File: src/rtl/core/dfc_pkg.sv
`timescale 1ns / 1ps
`default_nettype none

package dfc_pkg;

  localparam int LINE_CHARS = 63;
  localparam int CNT_W      = $clog2(LINE_CHARS + 1);
  localparam int ADDR_W     = $clog2(LINE_CHARS);
  localparam int MASK_W     = 64;
  localparam int IDX_W      = $clog2(MASK_W);
  localparam int QDEPTH     = 4;

  localparam logic [7:0] NEWLINE_BYTE = 8'd10;
  localparam logic [7:0] TAB_BYTE     = 8'd9;

  // configuration register indexes
  localparam logic [1:0] REG_SELECT_MASK    = 2'd0;
  localparam logic [1:0] REG_SEPARATOR      = 2'd1;
  localparam logic [1:0] REG_SUPPRESS_EMPTY = 2'd2;
  localparam logic [1:0] REG_BY_CHARACTER   = 2'd3;

  // command kinds passed from front to back
  localparam logic [1:0] CMD_BYTE   = 2'd0;
  localparam logic [1:0] CMD_CLOSE  = 2'd1;
  localparam logic [1:0] CMD_REPLAY = 2'd2;

  typedef struct packed {
    logic [MASK_W-1:0] select_mask;
    logic [7:0]        separator;
    logic              suppress_empty;
    logic              by_character;
  } cfg_t;

  typedef struct packed {
    logic [1:0]       kind;
    logic [7:0]       data;
    logic             done;
    logic             err;
    logic             has_byte;
    logic [CNT_W-1:0] count;
  } cmd_t;

  typedef struct packed {
    logic              en;
    logic [ADDR_W-1:0] addr;
    logic [7:0]        data;
  } store_wr_t;

  typedef struct packed {
    logic replay_done;
  } back_status_t;

endpackage

`default_nettype wire

File: src/rtl/core/dfc_if.sv
`timescale 1ns / 1ps
`default_nettype none

interface dfc_byte_if;
  logic       valid;
  logic       ready;
  logic [7:0] in_byte;

  modport source (output valid, output in_byte, input ready);
  modport sink   (input valid, input in_byte, output ready);
endinterface

interface dfc_cut_if;
  logic       valid;
  logic       ready;
  logic [7:0] out_byte;
  logic       line_done;
  logic       line_error;

  modport source (output valid, output out_byte, output line_done, output line_error,
                  input ready);
  modport sink   (input valid, input out_byte, input line_done, input line_error,
                  output ready);
endinterface

`default_nettype wire

File: src/rtl/core/dfc_front.sv
`timescale 1ns / 1ps
`default_nettype none

module dfc_front (
  input  wire                  clk,
  input  wire                  rst,
  dfc_byte_if.sink             text_in,
  input  dfc_pkg::cfg_t        cfg,
  input  dfc_pkg::back_status_t back_status,
  input  wire                  q_full,
  output logic                 q_push,
  output dfc_pkg::cmd_t        q_data,
  output dfc_pkg::store_wr_t   store_wr
);
  import dfc_pkg::*;

  logic [CNT_W-1:0] char_count, char_count_next;
  logic [IDX_W-1:0] field_count, field_count_next;
  logic [7:0]       held_byte, held_byte_next;
  logic             held_valid, held_valid_next;
  logic             any_selected, any_selected_next;
  logic             discarding, discarding_next;
  logic             replay_wait, replay_wait_next;
  logic             accept;
  logic [7:0]       b;
  logic [IDX_W-1:0] idx;

  // hold off while the queue is full or the back end replays the store
  assign text_in.ready = !q_full && !replay_wait;
  assign accept = text_in.valid && text_in.ready;
  assign b = text_in.in_byte;
  assign idx = cfg.by_character ? IDX_W'(char_count) : field_count;

  always_comb begin
    char_count_next   = char_count;
    field_count_next  = field_count;
    held_byte_next    = held_byte;
    held_valid_next   = held_valid;
    any_selected_next = any_selected;
    discarding_next   = discarding;
    replay_wait_next  = replay_wait;
    q_push            = 1'b0;
    q_data            = '0;
    store_wr          = '0;

    if (back_status.replay_done) begin
      replay_wait_next = 1'b0;
    end

    if (accept) begin
      if (discarding) begin
        if (b == NEWLINE_BYTE) begin
          discarding_next = 1'b0;
        end
      end else if (b == NEWLINE_BYTE) begin
        if (any_selected) begin
          q_push        = 1'b1;
          q_data.kind   = CMD_CLOSE;
          q_data.data   = held_byte;
          // a trailing separator is dropped
          q_data.has_byte = held_valid && (held_byte != cfg.separator);
        end else if (!cfg.suppress_empty && !cfg.by_character) begin
          q_push           = 1'b1;
          q_data.kind      = CMD_REPLAY;
          q_data.count     = char_count;
          replay_wait_next = 1'b1;
        end
        char_count_next   = '0;
        field_count_next  = '0;
        held_byte_next    = '0;
        held_valid_next   = 1'b0;
        any_selected_next = 1'b0;
      end else if (char_count >= CNT_W'(LINE_CHARS)) begin
        q_push            = 1'b1;
        q_data.kind       = CMD_BYTE;
        q_data.data       = '0;
        q_data.done       = 1'b1;
        q_data.err        = 1'b1;
        char_count_next   = '0;
        field_count_next  = '0;
        held_byte_next    = '0;
        held_valid_next   = 1'b0;
        any_selected_next = 1'b0;
        discarding_next   = 1'b1;
      end else begin
        store_wr.en   = 1'b1;
        store_wr.addr = char_count[ADDR_W-1:0];
        store_wr.data = b;
        if (cfg.select_mask[idx]) begin
          if (held_valid) begin
            q_push      = 1'b1;
            q_data.kind = CMD_BYTE;
            q_data.data = held_byte;
          end
          held_byte_next    = b;
          held_valid_next   = 1'b1;
          any_selected_next = 1'b1;
        end
        if (b == cfg.separator) begin
          field_count_next = field_count + 1'b1;
        end
        char_count_next = char_count + 1'b1;
      end
    end
  end

  always_ff @(posedge clk) begin
    if (rst) begin
      char_count   <= '0;
      field_count  <= '0;
      held_byte    <= '0;
      held_valid   <= 1'b0;
      any_selected <= 1'b0;
      discarding   <= 1'b0;
      replay_wait  <= 1'b0;
    end else begin
      char_count   <= char_count_next;
      field_count  <= field_count_next;
      held_byte    <= held_byte_next;
      held_valid   <= held_valid_next;
      any_selected <= any_selected_next;
      discarding   <= discarding_next;
      replay_wait  <= replay_wait_next;
    end
  end

endmodule

`default_nettype wire

File: src/rtl/core/dfc_queue.sv
`timescale 1ns / 1ps
`default_nettype none

module dfc_queue (
  input  wire           clk,
  input  wire           rst,
  input  wire           push,
  input  dfc_pkg::cmd_t push_data,
  output logic          full,
  input  wire           pop,
  output dfc_pkg::cmd_t pop_data,
  output logic          empty
);
  import dfc_pkg::*;

  localparam int PTR_W = $clog2(QDEPTH);

  cmd_t               slots [QDEPTH];
  logic [PTR_W-1:0]   wr_ptr, rd_ptr;
  logic [PTR_W:0]     fill;
  logic               do_push, do_pop;

  assign full     = (fill == (PTR_W + 1)'(QDEPTH));
  assign empty    = (fill == '0);
  assign do_push  = push && !full;
  assign do_pop   = pop && !empty;
  assign pop_data = slots[rd_ptr];

  always_ff @(posedge clk) begin
    if (do_push) begin
      slots[wr_ptr] <= push_data;
    end
  end

  always_ff @(posedge clk) begin
    if (rst) begin
      wr_ptr <= '0;
      rd_ptr <= '0;
      fill   <= '0;
    end else begin
      if (do_push) begin
        wr_ptr <= wr_ptr + 1'b1;
      end
      if (do_pop) begin
        rd_ptr <= rd_ptr + 1'b1;
      end
      if (do_push && !do_pop) begin
        fill <= fill + 1'b1;
      end else if (do_pop && !do_push) begin
        fill <= fill - 1'b1;
      end
    end
  end

endmodule

`default_nettype wire

File: src/rtl/core/dfc_back.sv
`timescale 1ns / 1ps
`default_nettype none

module dfc_back (
  input  wire                   clk,
  input  wire                   rst,
  input  dfc_pkg::store_wr_t    store_wr,
  input  wire                   q_empty,
  input  dfc_pkg::cmd_t         q_data,
  output logic                  q_pop,
  output dfc_pkg::back_status_t back_status,
  dfc_cut_if.source             cut_out
);
  import dfc_pkg::*;

  localparam logic [2:0] S_IDLE  = 3'd0;
  localparam logic [2:0] S_ONE   = 3'd1;
  localparam logic [2:0] S_HELD  = 3'd2;
  localparam logic [2:0] S_NL    = 3'd3;
  localparam logic [2:0] S_READ  = 3'd4;
  localparam logic [2:0] S_RDATA = 3'd5;

  logic [7:0]       mem [LINE_CHARS];
  logic [7:0]       rd_data;
  logic             rd_en;

  logic [2:0]       state, state_next;
  cmd_t             cmd, cmd_next;
  logic [CNT_W-1:0] idx, idx_next;

  logic             out_valid, out_valid_next;
  logic [7:0]       out_byte, out_byte_next;
  logic             out_done, out_done_next;
  logic             out_err, out_err_next;
  logic             slot_free;

  assign slot_free          = !out_valid || cut_out.ready;
  assign cut_out.valid      = out_valid;
  assign cut_out.out_byte   = out_byte;
  assign cut_out.line_done  = out_done;
  assign cut_out.line_error = out_err;
  assign rd_en              = (state == S_READ);

  always_ff @(posedge clk) begin
    if (store_wr.en) begin
      mem[store_wr.addr] <= store_wr.data;
    end
    if (rd_en) begin
      rd_data <= mem[idx[ADDR_W-1:0]];
    end
  end

  always_comb begin
    state_next     = state;
    cmd_next       = cmd;
    idx_next       = idx;
    out_valid_next = out_valid;
    out_byte_next  = out_byte;
    out_done_next  = out_done;
    out_err_next   = out_err;
    q_pop          = 1'b0;
    back_status    = '0;

    if (out_valid && cut_out.ready) begin
      out_valid_next = 1'b0;
    end

    case (state)
      S_IDLE: begin
        if (!q_empty) begin
          q_pop    = 1'b1;
          cmd_next = q_data;
          idx_next = '0;
          case (q_data.kind)
            CMD_BYTE:   state_next = S_ONE;
            CMD_CLOSE:  state_next = q_data.has_byte ? S_HELD : S_NL;
            CMD_REPLAY: state_next = (q_data.count == '0) ? S_NL : S_READ;
            default:    state_next = S_IDLE;
          endcase
        end
      end
      S_ONE: begin
        if (slot_free) begin
          out_valid_next = 1'b1;
          out_byte_next  = cmd.data;
          out_done_next  = cmd.done;
          out_err_next   = cmd.err;
          state_next     = S_IDLE;
        end
      end
      S_HELD: begin
        if (slot_free) begin
          out_valid_next = 1'b1;
          out_byte_next  = cmd.data;
          out_done_next  = 1'b0;
          out_err_next   = 1'b0;
          state_next     = S_NL;
        end
      end
      S_NL: begin
        if (slot_free) begin
          out_valid_next = 1'b1;
          out_byte_next  = NEWLINE_BYTE;
          out_done_next  = 1'b1;
          out_err_next   = 1'b0;
          state_next     = S_IDLE;
          back_status.replay_done = (cmd.kind == CMD_REPLAY);
        end
      end
      S_READ: begin
        state_next = S_RDATA;
      end
      S_RDATA: begin
        if (slot_free) begin
          out_valid_next = 1'b1;
          out_byte_next  = rd_data;
          out_done_next  = 1'b0;
          out_err_next   = 1'b0;
          idx_next       = idx + 1'b1;
          state_next     = (idx + 1'b1 == cmd.count) ? S_NL : S_READ;
        end
      end
      default: begin
        state_next = S_IDLE;
      end
    endcase
  end

  always_ff @(posedge clk) begin
    if (rst) begin
      state     <= S_IDLE;
      out_valid <= 1'b0;
      idx       <= '0;
    end else begin
      state     <= state_next;
      out_valid <= out_valid_next;
      idx       <= idx_next;
    end
  end

  always_ff @(posedge clk) begin
    cmd      <= cmd_next;
    out_byte <= out_byte_next;
    out_done <= out_done_next;
    out_err  <= out_err_next;
  end

endmodule

`default_nettype wire

File: src/rtl/core/delimited_field_cutter.sv
// delimited_field_cutter: cuts selected characters or fields out of a byte stream of text.
// text_in carries one text byte per beat (10 ends a line); cut_out carries one result byte
// per beat with line_done on a line's closing newline and line_error on an overlong line.
// An APB port at byte addresses 0, 8, 16, 24 holds select_mask, separator, suppress_empty
// and by_character; write them only while the block is idle.
// The front end accepts a byte per cycle unless the queue is full or a replay is pending,
// and pushes at most one command per byte into a four-entry queue; the back end sends one
// beat for a byte command, any held byte and a newline for a close, and replays a whole
// line for a replay command. A selected byte is held until the next selected byte or the
// newline arrives, then passes through the queue, the back end's command register and the
// output register to cut_out. With every byte selected the back end sets the pace once the
// queue has filled; with few bytes selected text_in takes a byte per cycle while the queue
// has room and no replay is pending. A line with nothing selected and no suppression is
// replayed from the line store in field mode: each stored byte is read from the store's
// registered read port and then sent, the newline follows, and text_in is held off until
// the replay is finished. Reset empties the queue and the output register and clears the
// line state; the line store needs no clearing pass. When cut_out stalls, the output
// register holds its beat, the queue fills and text_in drops ready.
`timescale 1ns / 1ps
`default_nettype none

module delimited_field_cutter (
  input  wire          clk,
  input  wire          rst,
  input  wire          psel,
  input  wire          penable,
  input  wire          pwrite,
  input  wire  [4:0]   paddr,
  input  wire  [63:0]  pwdata,
  output logic [63:0]  prdata,
  output logic         pready,
  dfc_byte_if.sink     text_in,
  dfc_cut_if.source    cut_out
);
  import dfc_pkg::*;

  cfg_t         cfg;
  logic         cfg_wr;
  logic [1:0]   reg_idx;
  logic         q_push, q_pop, q_full, q_empty;
  cmd_t         q_in, q_out;
  store_wr_t    store_wr;
  back_status_t back_status;

  assign pready  = 1'b1;
  assign cfg_wr  = psel && penable && pwrite;
  assign reg_idx = paddr[4:3];

  always_ff @(posedge clk) begin
    if (rst) begin
      cfg.select_mask    <= '0;
      cfg.separator      <= TAB_BYTE;
      cfg.suppress_empty <= 1'b0;
      cfg.by_character   <= 1'b0;
    end else if (cfg_wr) begin
      case (reg_idx)
        REG_SELECT_MASK:    cfg.select_mask    <= pwdata;
        REG_SEPARATOR:      cfg.separator      <= pwdata[7:0];
        REG_SUPPRESS_EMPTY: cfg.suppress_empty <= pwdata[0];
        REG_BY_CHARACTER:   cfg.by_character   <= pwdata[0];
        default: ;
      endcase
    end
  end

  always_comb begin
    case (reg_idx)
      REG_SELECT_MASK:    prdata = cfg.select_mask;
      REG_SEPARATOR:      prdata = {56'd0, cfg.separator};
      REG_SUPPRESS_EMPTY: prdata = {63'd0, cfg.suppress_empty};
      REG_BY_CHARACTER:   prdata = {63'd0, cfg.by_character};
      default:            prdata = '0;
    endcase
  end

  dfc_front u_front (
    .clk         (clk),
    .rst         (rst),
    .text_in     (text_in),
    .cfg         (cfg),
    .back_status (back_status),
    .q_full      (q_full),
    .q_push      (q_push),
    .q_data      (q_in),
    .store_wr    (store_wr)
  );

  dfc_queue u_queue (
    .clk       (clk),
    .rst       (rst),
    .push      (q_push),
    .push_data (q_in),
    .full      (q_full),
    .pop       (q_pop),
    .pop_data  (q_out),
    .empty     (q_empty)
  );

  dfc_back u_back (
    .clk         (clk),
    .rst         (rst),
    .store_wr    (store_wr),
    .q_empty     (q_empty),
    .q_data      (q_out),
    .q_pop       (q_pop),
    .back_status (back_status),
    .cut_out     (cut_out)
  );

endmodule

`default_nettype wire

File: src/flat_wrapper.sv
// flat-port wrapper written by rule: the top's interface ports become plain ports
module delimited_field_cutter_flat import dfc_pkg::*;
  (clk, rst, psel, penable, pwrite, paddr, pwdata, prdata, pready, text_in_valid, text_in_in_byte, text_in_ready, cut_out_valid, cut_out_out_byte, cut_out_line_done, cut_out_line_error, cut_out_ready);
  dfc_byte_if text_in_i ();
  dfc_cut_if cut_out_i ();
  input  wire clk;
  input  wire rst;
  input  wire psel;
  input  wire penable;
  input  wire pwrite;
  input  wire  [4:0] paddr;
  input  wire  [63:0] pwdata;
  output logic [63:0] prdata;
  output logic pready;
  input wire logic [$bits(text_in_i.valid)-1:0] text_in_valid;
  input wire logic [$bits(text_in_i.in_byte)-1:0] text_in_in_byte;
  output wire logic [$bits(text_in_i.ready)-1:0] text_in_ready;
  output wire logic [$bits(cut_out_i.valid)-1:0] cut_out_valid;
  output wire logic [$bits(cut_out_i.out_byte)-1:0] cut_out_out_byte;
  output wire logic [$bits(cut_out_i.line_done)-1:0] cut_out_line_done;
  output wire logic [$bits(cut_out_i.line_error)-1:0] cut_out_line_error;
  input wire logic [$bits(cut_out_i.ready)-1:0] cut_out_ready;
  assign text_in_i.valid = text_in_valid;
  assign text_in_i.in_byte = text_in_in_byte;
  assign text_in_ready = text_in_i.ready;
  assign cut_out_valid = cut_out_i.valid;
  assign cut_out_out_byte = cut_out_i.out_byte;
  assign cut_out_line_done = cut_out_i.line_done;
  assign cut_out_line_error = cut_out_i.line_error;
  assign cut_out_i.ready = cut_out_ready;
  delimited_field_cutter u_core (.clk(clk), .rst(rst), .psel(psel), .penable(penable), .pwrite(pwrite), .paddr(paddr), .pwdata(pwdata), .prdata(prdata), .pready(pready), .text_in(text_in_i), .cut_out(cut_out_i));
endmodule
File: config.mk
export PLATFORM = sky130hd
export DESIGN_NAME = delimited_field_cutter_flat
export DESIGN_NICKNAME = d
export VERILOG_FILES = /design/src/rtl/core/dfc_pkg.sv /design/src/rtl/core/dfc_if.sv /design/src/rtl/core/dfc_front.sv /design/src/rtl/core/dfc_queue.sv /design/src/rtl/core/dfc_back.sv /design/src/rtl/core/delimited_field_cutter.sv /design/src/flat_wrapper.sv
export SDC_FILE = /design/constraint.sdc
export NUM_CORES = 1
export LEC_CHECK = 0
export BUFFER_PORTS_ARGS = -buffer_cell sky130_fd_sc_hd__buf_2
export CORE_MARGIN = 1.5
export CORE_UTILIZATION = 45
export DETAILED_ROUTE_END_ITERATION = 6
export SYNTH_ARGS = -nofsm -noshare
export SYNTH_HDL_FRONTEND = slang
export SYNTH_SLANG_ARGS = --single-unit
File: constraint.sdc
create_clock -name clk -period 5.3 [get_ports clk]
set_input_delay 1.06 -clock clk [delete_from_list [all_inputs] [get_ports clk]]
set_output_delay 1.06 -clock clk [all_outputs]
set_load 0.005 [all_outputs]
* Yosys cells after proc, flatten, opt, wreduce, memory -nomap -nowiden *
Memory sizes are Yosys's and may differ from the RTL's. A register that Yosys moved wholly into a read port is not among the register bits.
Cells that the tools add are included.

cells by class
  bitwise logic cells = 2
  reductions and logical operators = 50
  add/subtract/negate cells = 7
  equality and inequality tests = 25
  magnitude comparators = 2
  muxes and demuxes = 89

operator list
  operator               count
  $pmux W64 S4           1
  $mux W8                10
  $mux W15               4
  $mux W6                10
  $mux W1                39
  $mux W19               2
  $mux W3                8
  $pmux W8 S3            1
  $add A6 B1 Y6 const B  3
  $pmux W3 S5            1
  $mux W2                6
  $pmux W6 S2            1
  $reduce_and A2 Y1      6
  $reduce_and A3 Y1      4
  $reduce_and A4 Y1      3
  $reduce_bool A3 Y1     4
  $logic_and A1 B1 Y1    11
  $mux W10               1
  $ne A2 B2 Y1 const B   5
  $eq A3 B3 Y1 const B   3
  $pmux W3 S3            1
  $eq A2 B2 Y1 const B   4
  $eq A8 B4 Y1 const B   1
  $eq A8 B8 Y1           1
  other kinds (25)       45

word-level totals
  output and inout bits = 77
  register bits after elaboration = 142
  word-level logic and storage cells = 201
  memories kept = 2
  bits of input ports = 84
  memory bits (writable) = 580

memories
  name                  depth  width  read ports  clocked after Yosys merged registers in  wr ports  RTL line         RTL
  u_core.u_back.mem     63     8      1           1                                        1         dfc_back.sv:23   logic [7:0] mem [LINE_CHARS];
  u_core.u_queue.slots  4      19     1           1                                        1         dfc_queue.sv:18  cmd_t slots [QDEPTH];

* Longest topological paths before layout *
  depth in word-level cells = 13
  mapped depth = 17
  gate-level depth less buffers = 14

* By module *
From an unflattened synthesis, not the netlist that was laid out.

second synthesis, totals
  cell total of the unflattened synthesis = 2082
  area total of the unflattened synthesis = 31083.6 um2

by module, submodules not included
  module                  area each (um2)  cells an instance  instances  seq. area each (um2)
  dfc_back                21734.6          1174               1          16415.7
  delimited_field_cutter  3719.8           419                1          1481.4
  dfc_queue               3221.8           147                1          2462.4
  dfc_front               2407.3           342                1          460.4

* Least setup slack after synthesis *
Ideal clock, no wire load.

  kind = reg2reg
  start point = register u_core.u_back.state[0]
  end point = register u_core.u_queue.fill[2]
  arrival = 3.669 ns
  library setup time = 0.070 ns
  required time = 5.230 ns
  clock period less this slack = 3.739 ns
  stages on the path, launching flop included = 10
  slack = 1.561 ns
  path buffers = 1
  cell sequence = dfxtp_1 -> clkbuf_1 -> nor4_1 -> inv_1 -> ha_1 -> inv_1 -> fa_1 -> xor2_1 -> or3_1 -> a21oi_1

on the way
  cells in the longest elaborated chain, start to end = 6
  elaborated cells on any way between the ends = 8
  classes of those cells = mux (2); reduce/logical (6)

ends and longest elaborated chain
  item                                                  RTL line                      RTL
  start: declaration                                    dfc_back.sv:27                logic [2:0] state, state_next;
  start signal: assignment                              dfc_back.sv:135               state <= state_next;
  $logic_not A3 Y1 (*)                                  dfc_back.sv:68                case (state)
  $mux W1 (*)                                           dfc_back.sv:68
  net u_core.q_pop                                      delimited_field_cutter.sv:40  logic q_push, q_pop, q_full, q_empty;
  $logic_and A1 B1 Y1 (*)                               dfc_queue.sv:26               assign do_pop = pop && !empty;
  $logic_not A1 Y1                                      dfc_queue.sv:47               if (do_push && !do_pop) begin
  $logic_and A1 B1 Y1                                   dfc_queue.sv:47
  $mux W3 / $reduce_bool A2 Y1 (equally long branches)  n/a
  end signal: assignment                                dfc_queue.sv:48               fill <= fill + 1'b1;
  end signal: assignment                                dfc_queue.sv:50               fill <= fill - 1'b1;
  end: declaration                                      dfc_queue.sv:20               logic [PTR_W:0] fill;

Mark *: on every way through the listed nets, which the timed path passes. The rest lies on a longest branch.
A chain may end at the register's enable or synchronous reset.

* Final worst setup path *
  start point = register u_core.cfg[0] (netlist name)
  end point = register u_core.u_queue.fill[2]

on the way
  cells in the longest elaborated chain, start to end = 12
  elaborated cells on any way between the ends = 18
  classes of those cells = mux (11); reduce/logical (7)

ends and longest elaborated chain
  item                                 RTL line         RTL
  $mux W6                              dfc_front.sv:32  assign idx = cfg.by_character ? IDX_W'(char_count) : field_count;
  $bmux W1 S6                          dfc_front.sv:89  if (cfg.select_mask[idx]) begin
  $mux W1 (not written as such)        dfc_front.sv:89
  $mux W1                              dfc_front.sv:89
  $mux W1                              dfc_front.sv:73  end else if (char_count >= CNT_W'(LINE_CHARS)) begin
  $mux W1 (*)                          dfc_front.sv:55  end else if (b == NEWLINE_BYTE) begin
  $mux W1 (*)                          dfc_front.sv:51  if (discarding) begin
  $mux W1 (*)                          dfc_front.sv:50  if (accept) begin
  $logic_and A1 B1 Y1 (*)              dfc_queue.sv:25  assign do_push = push && !full;
  net u_core.u_queue.do_push           dfc_queue.sv:21  logic do_push, do_pop;
  $logic_not A1 Y1                     dfc_queue.sv:49  end else if (do_pop && !do_push) begin
  $logic_and A1 B1 Y1                  dfc_queue.sv:49
  $reduce_bool A2 Y1 (no source line)  n/a

Mark *: on every way through the listed nets, which the timed path passes. The rest lies on a longest branch. The select of a mux whose other input is x is not followed.

==> flow_metrics.env <==
export IMPL_drive_above_1_share_pct=25.1
export IMPL_syn_area_per_cell_um2=15.6
export IMPL_worst_skew_pair_late_latency_ps=620
export IMPL_clock_path_buffers=3
export IMPL_gr_usage_met1_pct=29.4
export IMPL_cts_root_buf="clkbuf_16"
export IMPL_startpoint_type="register"
export IMPL_final_setup_skew_ps=32.0
export IMPL_async_flop_share_pct=0
export IMPL_rows=94
export IMPL_met3_usage_pct=3.42
export IMPL_num_vias=17259
export IMPL_endpoint_kind="register"
export IMPL_final_common_cell="edfxtp_1"
export IMPL_die_area_um2=68200
export IMPL_crit_type="reg2reg"
export IMPL_first_pass_iters=5
export IMPL_cp_cell_sequence="nand2b_1 > o22ai_1 > a22oi_1 > a211oi_1 > nor4_1 > o21ai_1 > nor3_4 > a21oi_4 > ha_1 > inv_1 > fa_1 > xor2_1 > or3_1 > a21oi_1"
export IMPL_grt_pass1_vias=17278
export IMPL_final_core_util_pct=52.5
export IMPL_place_hpwl_um=45000
export IMPL_grt_util_all_layers_pct=20.9
export IMPL_first_iter_violations=1392
export IMPL_busiest_layer="met2"
export IMPL_cts_setup_buffers=0
export IMPL_ys_seq_area_share_pct=68.9
export IMPL_place_congestion=0.823
export IMPL_io_buffers=156
export IMPL_path_delay_family="simple AND/OR/NAND/NOR gates"
export IMPL_crit_required_ps=5840
export IMPL_vdd_ir_drop_max_mv=0.197
export IMPL_grt_overflow=0
export IMPL_layout_min_cycle_time_ps=4340
export IMPL_layout_cells_non_filler=3050
export IMPL_slowest_delay_ps=790
export IMPL_powerDensity_nw_per_um2=377
export IMPL_grt_use_met2_pct=34.1
export IMPL_status="complete, no violations"
export IMPL_slew_headroom_pct=17.6
export IMPL_period_share_pct=81.8
export IMPL_cts_resized=0
export IMPL_syn_to_final_growth_pct=15.2
export IMPL_max_freq_ghz=0.231
export IMPL_critical_path_arrival_ps=4880
export IMPL_antenna_found_initial=0
export IMPL_ys_ff_latch=727
export IMPL_finalSetupViolations=0
export IMPL_floorplan_initialDensity_pct=45.6
export IMPL_grt_first_pass_wirelength_um=106000
export IMPL_die_y_um=261
export IMPL_tritoncts="done"
export IMPL_clk_pin_slew_ps=60
export IMPL_die_x_um=261
export IMPL_cap_violations=0
export IMPL_drc=0
export IMPL_synth_flop_cell="edfxtp_1"
export IMPL_post_drt_wl_per_cell_um=23.1
export IMPL_timing_hold_ws_ps=472
export IMPL_dp_cells=2911
export IMPL_ant_nets=0
export IMPL_synth_top_area_share_pct=61.1
export IMPL_final_nets=2219
export IMPL_yosysUniqueCellTypes=59
export IMPL_cts_hold_buf=0
export IMPL_io_pins=161
export IMPL_drt_wl_total_um=70300
export IMPL_synth_edff_count=611
export IMPL_worst_path_buf_inv=1
export IMPL_yosysTopAreaCell="edfxtp_1"
export IMPL_netlist_instances=1926
export IMPL_tightest_slew_ps=1240
export IMPL_hold_violations=0
export IMPL_core_area_um2=65900
export IMPL_hp_class="reg2reg"
export IMPL_p_leak_nw=11.4
export IMPL_htreeDepth=3
export IMPL_post_drt_via_cell_ratio=5.66
export IMPL_syn_cell_area_um2=30000
export IMPL_yosys_warnings=0
export IMPL_rsz0062_at_grt="no"
export IMPL_n_antenna_cell=0
export IMPL_mappedNetlistNets=2019
export IMPL_cp_slowest_cell="dfxtp_1"
export IMPL_crit_path_max_fanout=26
export IMPL_numCtsBuffers=77
export IMPL_cts_sinks=727
export IMPL_setup_tns_ps=0
export IMPL_grt_max_degree=72
export IMPL_mostFrequentLayoutCells="edfxtp_1 (611), nor2_1 (203), nand2_1 (192), mux4_2 (177), buf_2 (155)"
export IMPL_drv_slew=0
export IMPL_synth_top_cells_by_area="edfxtp_1 (61%), mux4_2 (13%), dfxtp_1 (7.7%), nor2_1 (2.6%), nand2_1 (2.4%)"
Yosys cell counts, types with 10 or more instances:
library cell  number
a211oi_1          11
o21ai_0           45
and2_1            73
mux2i_1           27
nor3b_1           10
dfxtp_1          116
nand2_1          193
buf_1             11
xor2_1            16
edfxtp_1         611
nand3_1           26
nor2b_1           11
xnor2_1           18
nor2_1           204
mux4_2           177
buf_2             24
a22oi_1           20
nor3_1            10
a21oi_1           93
o22ai_1           34
clkbuf_1          75
and3_1            12
a31oi_1           12
worst register-to-register path: cells and delay by family (launching register included):
family                   cells  cell delay (ps)
adder cells (fa/ha/maj)      2              470
buffers and inverters        1               80
XOR/XNOR                     1               80
flip-flops                   1              790
AND/OR/NAND/NOR              4             1720
AO/OA/AOI/OAI                6             1130
cell type report:
type                            instances  area [um^2]
Clock buffer                          103         2140
Sequential cell                       727        20700
Tap cell                              864         1080
Timing Repair Buffer                  244         1480
Fill cell                            5422        31300
Multi-Input combinational cell       1068         8780
Clock inverter                         36          384
Inverter                                8         30.0
flip-flops by register name (all words and copies together) (netlist names), 6 cells and up, named ones only:
name and cells:
u_core.u_back.cut_out.out_byte 8, u_core.u_back.rd_data 8, u_core.u_back.mem 504, u_core.u_front.char_count 6, u_core.u_back.cmd 17, u_core.cfg 74, u_core.u_front.held_byte 8, u_core.u_front.field_count 6
u_core.u_queue.slots 72, u_core.u_back.idx 6
through the flow:
stage,total power [W],setup WS (ps),area [um^2]
after floorplan,0.00744,1560,30000
after global placement,0.00777,988,32000
after detailed placement,0.00780,877,32000
after CTS,0.0131,954,34600
after global routing,0.0135,582,34600
final,0.0130,964,34600
worst paths after layout:
| path | startpoint | to | slack, ps | cells after the start |
|---|---|---|---|---|
| max | u_core.cfg[0]$_SDFFE_PP0P_ | u_core.u_queue.fill[2]$_SDFFE_PP0P_ | 960 | 14 |
| min | u_core.cfg[33]$_SDFFE_PP0P_ | u_core.cfg[33]$_SDFFE_PP0P_ | 470 | 2 |
| max reg2reg | u_core.cfg[0]$_SDFFE_PP0P_ | u_core.u_queue.fill[2]$_SDFFE_PP0P_ | 960 | 14 |
| min reg2reg | u_core.cfg[33]$_SDFFE_PP0P_ | u_core.cfg[33]$_SDFFE_PP0P_ | 470 | 2 |
logic make-up after synthesis:
| group | count (synthesis) | share of synthesized area [%] |
|---|---|---|
| and+or+nand+nor | 580 | 8.76 |
| DFF | 727 | 68.9 |
| adders and majority gates | 9 | 0.400 |
| AOI/OAI and AO/OA | 239 | 4.77 |
| other | 1 | 0.0125 |
| xor gates and xnor gates | 34 | 0.992 |
| muxes | 205 | 14.2 |
| buffers and inverters | 131 | 1.94 |
layer usage:
metal  part of all wire, %  wire length, um
met3                   5.8             4100
met1                    43            30600
met5                     0                0
met4                   1.8             1250
met2                    49            34400
power by group:
| group | total [W] | switching [W] | internal (W) |
|---|---|---|---|
| Combinational | 0.00104 | 0.000670 | 0.000375 |
| Sequential | 0.00663 | 0.000111 | 0.00652 |
| Clock | 0.00536 | 0.00217 | 0.00319 |
| Total | 0.0130 | 0.00295 | 0.0101 |
(Power assumes the default switching activity.)
